$ cat src/omni_wheel_kinematics_pwm_top_defines.svh
// ----------------------------------------------------------------------------
// Assertion macros for the omni wheel drive block
// Immediate-implication and next-cycle checks on the rising clock edge.
// ----------------------------------------------------------------------------
`ifndef OMNI_WHEEL_KINEMATICS_PWM_TOP_DEFINES_SVH
`define OMNI_WHEEL_KINEMATICS_PWM_TOP_DEFINES_SVH

// Check that cons holds in the same cycle as ante
`define OWK_ASSERT_NOW(lbl, ante, cons) \
   lbl: assert property (@(posedge clock) disable iff (reset) (ante) |-> (cons)) \
      else $error("omni wheel pipeline check failed");

// Check that cons holds in the cycle after ante
`define OWK_ASSERT_NEXT(lbl, ante, cons) \
   lbl: assert property (@(posedge clock) disable iff (reset) (ante) |=> (cons)) \
      else $error("omni wheel pipeline check failed");

`endif

$ cat src/owk_pkg.sv
// ----------------------------------------------------------------------------
// owk_pkg
// Shared constants and types of the omni wheel kinematics and PWM block.
// ----------------------------------------------------------------------------
package owk_pkg;

   // Default fraction bits of the sine/cosine values
   localparam int FRACTION_BITS_DEFAULT = 15;

   // Pipeline depth, input register to output register
   localparam int NUM_STAGES = 8;

   // Duty scaling: duty = floor(level / 100), level = floor(|v| * 255 / 2^(2F))
   localparam int          LEVEL_WIDTH = 15;
   localparam int          DUTY_SHIFT  = 22;
   localparam logic [15:0] DUTY_RECIP  = 16'd41944;
   localparam logic [7:0]  DUTY_MAX    = 8'd255;
   localparam int          FULL_PERCENT = 100;

   // Stage enables of one wheel's drive pipeline
   typedef struct packed {
      logic mag;
      logic scale;
      logic duty;
   } wheel_en_type;

endpackage

$ cat src/owk_wheel_drive.sv
// ----------------------------------------------------------------------------
// owk_wheel_drive
// Turns one signed wheel speed into a direction bit and a saturated PWM duty
// over three register stages: magnitude, level scaling, divide by 100.
// ----------------------------------------------------------------------------
module owk_wheel_drive #(
   parameter int FRACTION_BITS = owk_pkg::FRACTION_BITS_DEFAULT
) (
   input  logic                              clock,
   input  owk_pkg::wheel_en_type             en,
   input  logic signed [2*FRACTION_BITS+9:0] speed,
   output logic                              dir,
   output logic [7:0]                        duty
);
   import owk_pkg::*;

   localparam int VW = 2 * FRACTION_BITS + 10;
   localparam int MW = VW - 1;
   localparam logic [MW-1:0] FULL = MW'(FULL_PERCENT) << (2 * FRACTION_BITS);

   logic [MW-1:0]          mag_in, mag_ff;
   logic                   dir_mag_ff;
   logic [VW+6:0]          scaled;
   logic [LEVEL_WIDTH-1:0] level_in, level_ff;
   logic                   sat_in, sat_ff, dir_scale_ff;
   logic [LEVEL_WIDTH+15:0] quot;
   logic [7:0]             duty_in, duty_ff;
   logic                   dir_ff;

   // Take the magnitude; direction is the sign
   always_comb begin
      logic signed [VW-1:0] neg;
      neg    = -speed;
      mag_in = speed[VW-1] ? neg[MW-1:0] : speed[MW-1:0];
   end

   always_ff @(posedge clock) begin
      if (en.mag) begin
         mag_ff     <= mag_in;
         dir_mag_ff <= speed[VW-1];
      end
   end

   // Scale by 255 and drop the fraction; flag saturation
   assign scaled   = {mag_ff, 8'b0} - (VW+7)'(mag_ff);
   assign level_in = scaled[2*FRACTION_BITS +: LEVEL_WIDTH];
   assign sat_in   = (mag_ff >= FULL);

   always_ff @(posedge clock) begin
      if (en.scale) begin
         level_ff     <= level_in;
         sat_ff       <= sat_in;
         dir_scale_ff <= dir_mag_ff;
      end
   end

   // Divide the level by 100 through the reciprocal
   assign quot    = level_ff * DUTY_RECIP;
   assign duty_in = sat_ff ? DUTY_MAX : quot[DUTY_SHIFT +: 8];

   always_ff @(posedge clock) begin
      if (en.duty) begin
         duty_ff <= duty_in;
         dir_ff  <= dir_scale_ff;
      end
   end

   assign dir  = dir_ff;
   assign duty = duty_ff;

endmodule

$ cat src/omni_wheel_kinematics_pwm_top.sv
// Each accepted command beat runs through stages 1 to 8 and leaves as its result beat.
// Throughput: one command per cycle, sustained while the result side takes
// one beat per cycle; the eight-stage pipeline with per-stage valid bits
// fills bubbles under a stall.
// Reset: clears the valid bits only; no state, no clearing pass.
// ----------------------------------------------------------------------------
// omni_wheel_kinematics_pwm_top
// Three-wheel omni drive inverse kinematics: speed and heading split into
// Vx/Vy by a quarter-wave sine table, three wheel speeds, PWM duty per wheel.
// ----------------------------------------------------------------------------
`include "omni_wheel_kinematics_pwm_top_defines.svh"

module omni_wheel_kinematics_pwm_top #(
   parameter int FRACTION_BITS = owk_pkg::FRACTION_BITS_DEFAULT
) (
   input  logic              clock,
   input  logic              reset,
   input  logic              req_valid,
   output logic              req_ready,
   input  logic [6:0]        req_speed,
   input  logic [8:0]        req_heading_deg,
   input  logic signed [7:0] req_spin,
   output logic              rsp_valid,
   input  logic              rsp_ready,
   output logic              rsp_dir_a,
   output logic [7:0]        rsp_duty_a,
   output logic              rsp_dir_b,
   output logic [7:0]        rsp_duty_b,
   output logic              rsp_dir_c,
   output logic [7:0]        rsp_duty_c
);
   import owk_pkg::*;

   localparam int SW = FRACTION_BITS + 2;       // signed sine value
   localparam int PW = FRACTION_BITS + 10;      // speed times sine
   localparam int VW = 2 * FRACTION_BITS + 10;  // wheel speed
   localparam int QUARTER_ENTRIES = 91;
   localparam logic [8:0] FULL_TURN = 9'd360;
   localparam logic [8:0] RIGHT     = 9'd90;
   localparam logic [8:0] HALF_TURN = 9'd180;
   localparam logic [8:0] THREE_Q   = 9'd270;
   localparam longint unsigned ONE30 = 64'd1 << 30;

   typedef struct packed {
      logic [6:0] idx;
      logic       neg;
   } fold_type;

   // Quarter sine in Q(FRACTION_BITS), Taylor series in Q30 (elaboration only)
   function automatic longint unsigned quarter_sine_q(input int unsigned d);
      longint unsigned x, x2, t, s;
      x  = ((64'(d) * 64'd314159) << 30) / 64'd18000000;
      x2 = (x * x) >> 30;
      t  = ONE30;
      t  = ONE30 - ((x2 * t) >> 30) / 64'd156;
      t  = ONE30 - ((x2 * t) >> 30) / 64'd110;
      t  = ONE30 - ((x2 * t) >> 30) / 64'd72;
      t  = ONE30 - ((x2 * t) >> 30) / 64'd42;
      t  = ONE30 - ((x2 * t) >> 30) / 64'd20;
      t  = ONE30 - ((x2 * t) >> 30) / 64'd6;
      s  = (x * t) >> 30;
      s  = (s + (64'd1 << (29 - FRACTION_BITS))) >> (30 - FRACTION_BITS);
      return s;
   endfunction

   // Fold an angle in 0..359 into the first quarter with a sign
   function automatic fold_type fold_angle(input logic [8:0] a);
      fold_type   r;
      logic [8:0] tmp;
      if (a <= RIGHT) begin
         tmp = a;
         r.neg = 1'b0;
      end else if (a <= HALF_TURN) begin
         tmp = HALF_TURN - a;
         r.neg = 1'b0;
      end else if (a <= THREE_Q) begin
         tmp = a - HALF_TURN;
         r.neg = 1'b1;
      end else begin
         tmp = FULL_TURN - a;
         r.neg = 1'b1;
      end
      r.idx = tmp[6:0];
      return r;
   endfunction

   localparam logic signed [SW-1:0] S60 = SW'(quarter_sine_q(60));

   logic [SW-2:0] sine_rom [QUARTER_ENTRIES];

   for (genvar g = 0; g < QUARTER_ENTRIES; g++) begin : g_sine
      assign sine_rom[g] = (SW-1)'(quarter_sine_q(g));
   end

   // ---------------------------------------------------------------------
   // Stage handshake: a stage advances when empty or when the next advances
   // ---------------------------------------------------------------------
   logic [NUM_STAGES-1:0] valid_ff, adv;

   always_comb begin
      adv[NUM_STAGES-1] = !valid_ff[NUM_STAGES-1] || rsp_ready;
      for (int k = NUM_STAGES - 2; k >= 0; k--) begin
         adv[k] = !valid_ff[k] || adv[k+1];
      end
   end

   always_ff @(posedge clock) begin
      if (reset) begin
         valid_ff <= '0;
      end else begin
         if (adv[0]) begin
            valid_ff[0] <= req_valid;
         end
         for (int k = 1; k < NUM_STAGES; k++) begin
            if (adv[k]) begin
               valid_ff[k] <= valid_ff[k-1];
            end
         end
      end
   end

   assign req_ready = adv[0];
   assign rsp_valid = valid_ff[NUM_STAGES-1];

   // ---------------------------------------------------------------------
   // Stage 1: wrap heading, fold sine and cosine angles
   // ---------------------------------------------------------------------
   logic [8:0]        hd, ca;
   logic [9:0]        ca_wide;
   fold_type          sin_fold_in, cos_fold_in, sin_fold_ff, cos_fold_ff;
   logic [6:0]        speed_s1_ff;
   logic signed [7:0] spin_s1_ff;

   always_comb begin
      hd      = (req_heading_deg >= FULL_TURN) ? req_heading_deg - FULL_TURN
                                               : req_heading_deg;
      ca_wide = {1'b0, hd} + {1'b0, RIGHT};
      ca      = (ca_wide >= {1'b0, FULL_TURN}) ? 9'(ca_wide - {1'b0, FULL_TURN})
                                               : ca_wide[8:0];
      sin_fold_in = fold_angle(hd);
      cos_fold_in = fold_angle(ca);
   end

   always_ff @(posedge clock) begin
      if (adv[0]) begin
         sin_fold_ff <= sin_fold_in;
         cos_fold_ff <= cos_fold_in;
         speed_s1_ff <= req_speed;
         spin_s1_ff  <= req_spin;
      end
   end

   // ---------------------------------------------------------------------
   // Stage 2: table lookup, apply quarter sign
   // ---------------------------------------------------------------------
   logic signed [SW-1:0] sin_mag, cos_mag, sin_s2_ff, cos_s2_ff;
   logic [6:0]           speed_s2_ff;
   logic signed [7:0]    spin_s2_ff;

   assign sin_mag = $signed({1'b0, sine_rom[sin_fold_ff.idx]});
   assign cos_mag = $signed({1'b0, sine_rom[cos_fold_ff.idx]});

   always_ff @(posedge clock) begin
      if (adv[1]) begin
         sin_s2_ff   <= sin_fold_ff.neg ? -sin_mag : sin_mag;
         cos_s2_ff   <= cos_fold_ff.neg ? -cos_mag : cos_mag;
         speed_s2_ff <= speed_s1_ff;
         spin_s2_ff  <= spin_s1_ff;
      end
   end

   // ---------------------------------------------------------------------
   // Stage 3: Vx = speed * cos, Vy = speed * sin
   // ---------------------------------------------------------------------
   logic signed [7:0]    speed_signed;
   logic signed [PW-1:0] vx_s3_ff, vy_s3_ff;
   logic signed [7:0]    spin_s3_ff;

   assign speed_signed = $signed({1'b0, speed_s2_ff});

   always_ff @(posedge clock) begin
      if (adv[2]) begin
         vx_s3_ff   <= speed_signed * cos_s2_ff;
         vy_s3_ff   <= speed_signed * sin_s2_ff;
         spin_s3_ff <= spin_s2_ff;
      end
   end

   // ---------------------------------------------------------------------
   // Stage 4: Vy * sin60
   // ---------------------------------------------------------------------
   logic signed [PW+SW-1:0] vy_prod;
   logic signed [VW-1:0]    p_s4_ff;
   logic signed [PW-1:0]    vx_s4_ff;
   logic signed [7:0]       spin_s4_ff;

   assign vy_prod = vy_s3_ff * S60;

   always_ff @(posedge clock) begin
      if (adv[3]) begin
         p_s4_ff    <= $signed(vy_prod[VW-1:0]);
         vx_s4_ff   <= vx_s3_ff;
         spin_s4_ff <= spin_s3_ff;
      end
   end

   // ---------------------------------------------------------------------
   // Stage 5: the three wheel speeds in Q(2F)
   // ---------------------------------------------------------------------
   logic signed [VW-1:0] vx_ext, w_ext, vx_half, w_full;
   logic signed [VW-1:0] va_s5_ff, vb_s5_ff, vc_s5_ff;

   assign vx_ext  = VW'(vx_s4_ff);
   assign w_ext   = VW'(spin_s4_ff);
   assign vx_half = vx_ext <<< (FRACTION_BITS - 1);
   assign w_full  = w_ext <<< (2 * FRACTION_BITS);

   always_ff @(posedge clock) begin
      if (adv[4]) begin
         va_s5_ff <= vx_half + p_s4_ff + w_full;
         vb_s5_ff <= vx_half - p_s4_ff + w_full;
         vc_s5_ff <= -((vx_ext + (w_ext <<< FRACTION_BITS)) <<< FRACTION_BITS);
      end
   end

   // ---------------------------------------------------------------------
   // Stages 6 to 8: direction and duty per wheel
   // ---------------------------------------------------------------------
   wheel_en_type wheel_en;

   assign wheel_en.mag   = adv[5];
   assign wheel_en.scale = adv[6];
   assign wheel_en.duty  = adv[7];

   owk_wheel_drive #(.FRACTION_BITS(FRACTION_BITS)) u_wheel_a (
      .clock (clock),
      .en    (wheel_en),
      .speed (va_s5_ff),
      .dir   (rsp_dir_a),
      .duty  (rsp_duty_a)
   );

   owk_wheel_drive #(.FRACTION_BITS(FRACTION_BITS)) u_wheel_b (
      .clock (clock),
      .en    (wheel_en),
      .speed (vb_s5_ff),
      .dir   (rsp_dir_b),
      .duty  (rsp_duty_b)
   );

   owk_wheel_drive #(.FRACTION_BITS(FRACTION_BITS)) u_wheel_c (
      .clock (clock),
      .en    (wheel_en),
      .speed (vc_s5_ff),
      .dir   (rsp_dir_c),
      .duty  (rsp_duty_c)
   );

   // ---------------------------------------------------------------------
   // Checks
   // ---------------------------------------------------------------------
   `OWK_ASSERT_NOW(a_ready_when_first_empty, !valid_ff[0], req_ready)
   `OWK_ASSERT_NOW(a_hold_when_full_stalled, (&valid_ff) && !rsp_ready, !req_ready)
   `OWK_ASSERT_NEXT(a_beat_enters_first, req_valid && req_ready, valid_ff[0])

endmodule

$ cat config.mk
export PLATFORM = sky130hd
export DESIGN_NAME = omni_wheel_kinematics_pwm_top
export DESIGN_NICKNAME = d
export VERILOG_FILES = /design/src/owk_pkg.sv /design/src/owk_wheel_drive.sv /design/src/omni_wheel_kinematics_pwm_top.sv
export VERILOG_INCLUDE_DIRS = /design/src /design/src/src
export SDC_FILE = /design/constraint.sdc
export NUM_CORES = 2
export LEC_CHECK = 0
export BUFFER_PORTS_ARGS = -buffer_cell sky130_fd_sc_hd__buf_4
export CORE_UTILIZATION = 35
export CTS_CLUSTER_DIAMETER = 150
export DETAILED_ROUTE_END_ITERATION = 8
export MAX_ROUTING_LAYER = met4
export SKIP_CTS_REPAIR_TIMING = 1
export SLEW_MARGIN = 30
export SYNTH_ARGS = -nofsm -noshare
export SYNTH_HDL_FRONTEND = slang
export SYNTH_SLANG_ARGS = --single-unit
$ cat constraint.sdc
create_clock -name clock -period 8.1 [get_ports clock]
set_clock_uncertainty 0.15 [all_clocks]
set_input_delay 0.405 -clock clock [delete_from_list [all_inputs] [get_ports clock]]
set_output_delay 0.405 -clock clock [all_outputs]
set_load 0.005 [all_outputs]
==> results.cfg <==
[status]
outcome = completed

[synthesis]
yosysUniqueCellTypes = 97
synth-simple-area-share_pct = 10.7
syn_area_per_cell_um2 = 10.0
synth-seq-cells = 499
netlist_area_mm2 = 0.0572
ys.flop_type = edfxtp_1
async_reset_ff_share_pct = 0
synth_compound_gate_area_share_pct = 10.9
synth.top_cells.by_area = edfxtp_1 26%, fa_1 21%, ha_1 16%
yosysSeqAreaShare_pct = 26.1
synth.top_cell.area_share_pct = 25.8
synth_nets = 7053
synth-xor-area-share_pct = 5.68
synth-edff-count = 491
synth_cells = 5696
ys.warnings.count = 0
yosysTopAreaCell = edfxtp_1
synth_top_family_by_area = adder cells
synthMuxAreaShare_pct = 1.00
synthAdderAreaFrac_pct = 36.8

[die]
die_area_mm2 = 0.165
fp.dieH_um = 406
coreArea_mm2 = 0.161
rows = 147
initial_core_util_pct = 35.4
die_x_um = 406
io_pins = 57

[sta]
hold_viol_final = 0
hold-worst-slack_ps = 27.8
finalCriticalPeriod_ps = 6890
finalCritPeriodShare_pct = 85.0
relSlewSlack_pct = 37.1
tns_ps = 0
tightest_slew_ps = 943
rsz0062_at_grt = no
max_clock_freq_mhz = 145
maxSlewViolCount = 0
setup_violations = 0
fin_ws_ps = 1210

[setup_path]
startpoint = vy_s3_ff[5]
crit_arrival_ps = 7110
reg2reg_from = vy_s3_ff[5]
cp.required_ps = 8330
worst_r2r_path_depth = 20
critPathLaunchType = register
worstSetupPathType = reg -> reg
setup.worst_path.end_class = register
worst-path-max-fanout = 5

[min_path]
hold_class = in -> reg
min_from = req_heading_deg[1]
hold_depth = 2

[clock_network]
tritoncts = done
clock_latency_ps = 660
clock_sinks = 499
cts_max_level = 2
cts_buffers = 55
cts_max_path_buffers = 3
root_buffer = clkbuf_16
clkTransAtPathRegs_ps = 70

[drt]
drt-pass1-iter-count = 6
finalWirelength_mm = 122
wl_per_cell_um = 15.4
first_iter_violations = 2057
drc = 0
via_per_inst = 4.85
antenna_left = 0
num_vias = 38500

[layout]
diodes = 0
nets = 7096
drive_gt1_share_pct = 4.63
areaGrowthSynthToFinish_pct = 8.79

[job]
maxCapViolCount = 0

[global_routing]
overflow = 0
grt_pass1_wl_mm = 204
antenna_found_initial = 0
grtUsageTotal_pct = 15.5
grt_max_degree = 79
grt_pass1_vias = 40300

[placed_design]
dp.final_hpwl_mm = 101
place_ws_ps = 1220
gp_congestion = 0.902
portBuffers = 56
-- placed cells by master (no fill, tap or decap), types with 80 or more instances in the layout --
cell	Yosys	routed
edfxtp_1	491	491
ha_1	739	739
nand2_1	301	299
xnor2_1	291	291
a21oi_1	235	235
a21o_1	90	90
nand3_1	86	85
o21ai_0	197	197
xor2_1	80	80
inv_1	1219	1217
nor2_1	196	196
and2_1	194	194
fa_1	590	590
-- path summary, 6_finish.rpt --
kind                    endpoint  slack (ps)
setup / recovery     p_s4_ff[39]        1210
hold / removal    cos_fold_ff[2]          30
setup reg to reg     p_s4_ff[39]        1210
hold reg to reg    spin_s4_ff[6]         240
-- state kept, by name, indices dropped and copies added (netlist names), 15 cells and up --
signal              cells
u_wheel_a.level_ff     15
cos_s2_ff              17
vy_s3_ff               25
vc_s5_ff               25
u_wheel_a.mag_ff       38
u_wheel_c.level_ff     15
u_wheel_b.level_ff     15
vx_s4_ff               25
vb_s5_ff               38
vx_s3_ff               25
va_s5_ff               39
u_wheel_b.mag_ff       37
sin_s2_ff              17
p_s4_ff                39
u_wheel_c.mag_ff       24
-- critical path, stage by stage, from the launching register on --
cell,delay (ps)
edfxtp_1,480
ha_1,390
inv_1,110
fa_1,510
fa_1,540
fa_1,440
fa_1,550
inv_1,50
fa_1,460
ha_1,320
o21ai_0,120
nand2b_1,90
a21oi_1,120
or4b_2,720
a211oi_1,280
o21ai_0,240
o21a_1,270
a211oi_1,300
a41oi_1,170
a21oi_1,190
xnor2_1,100
-- layout make-up --
| cell class | count | area (um^2) |
|---|---|---|
| clock buffers | 60 | 1400 |
| clock inverters | 42 | 480 |
| fillers | 15800 | 99100 |
| inverters | 1223 | 4590 |
| multi-input cells | 3857 | 37300 |
| flip-flops and latches | 499 | 14900 |
| well taps | 2160 | 2700 |
| repair buffers | 103 | 856 |
-- per-stage QoR --
step / cell area (um^2) / util [%] / instances
6_report: 62200 / 38.6 / 7944
5_1_grt: 62200 / 38.6 / 7944
4_1_cts: 62000 / 38.4 / 7923
3_5_place_dp: 60100 / 37.2 / 7821
3_3_place_gp: 60000 / 37.2 / 7819
2_1_floorplan: 57200 / - / 5696
-- routing by layer --
metal / share of wire [%] / global-route usage, % / up-vias
met4: 2.4 / 4.15 / 0
met3: 2.7 / 1.47 / 165
met2: 49 / 26.6 / 574
met5: 0 / - / -
met1: 46 / 19.5 / 18700
li1: - / - / 19100
-- logic make-up (layout without fill, tap and decap cells) --
group,after synthesis,count (layout)
buffers and inverters,1340,1428
adders and majority gates,1329,1329
and+or+nand+nor,1187,1187
AOI/OAI and AO/OA,934,934
DFF,499,499
xor gates and xnor gates,371,371
muxes,36,36
-- cell usage after synthesis, drive strengths merged (43+ instances only) --
| cell | n |
|---|---|
| inv | 1221 |
| and2 | 194 |
| nand3 | 86 |
| nand2 | 301 |
| xor2 | 80 |
| nand2b | 68 |
| fa | 590 |
| o21ai | 200 |
| nor2 | 199 |
| nor3 | 77 |
| edfxtp | 491 |
| xnor2 | 291 |
| a21oi | 236 |
| nor2b | 43 |
| ha | 739 |
| a21o | 90 |
| clkbuf | 102 |
Power is left out: the tool's default activity adds up to more than one toggle a clock period on the data nets, which glitch-free logic cannot reach.
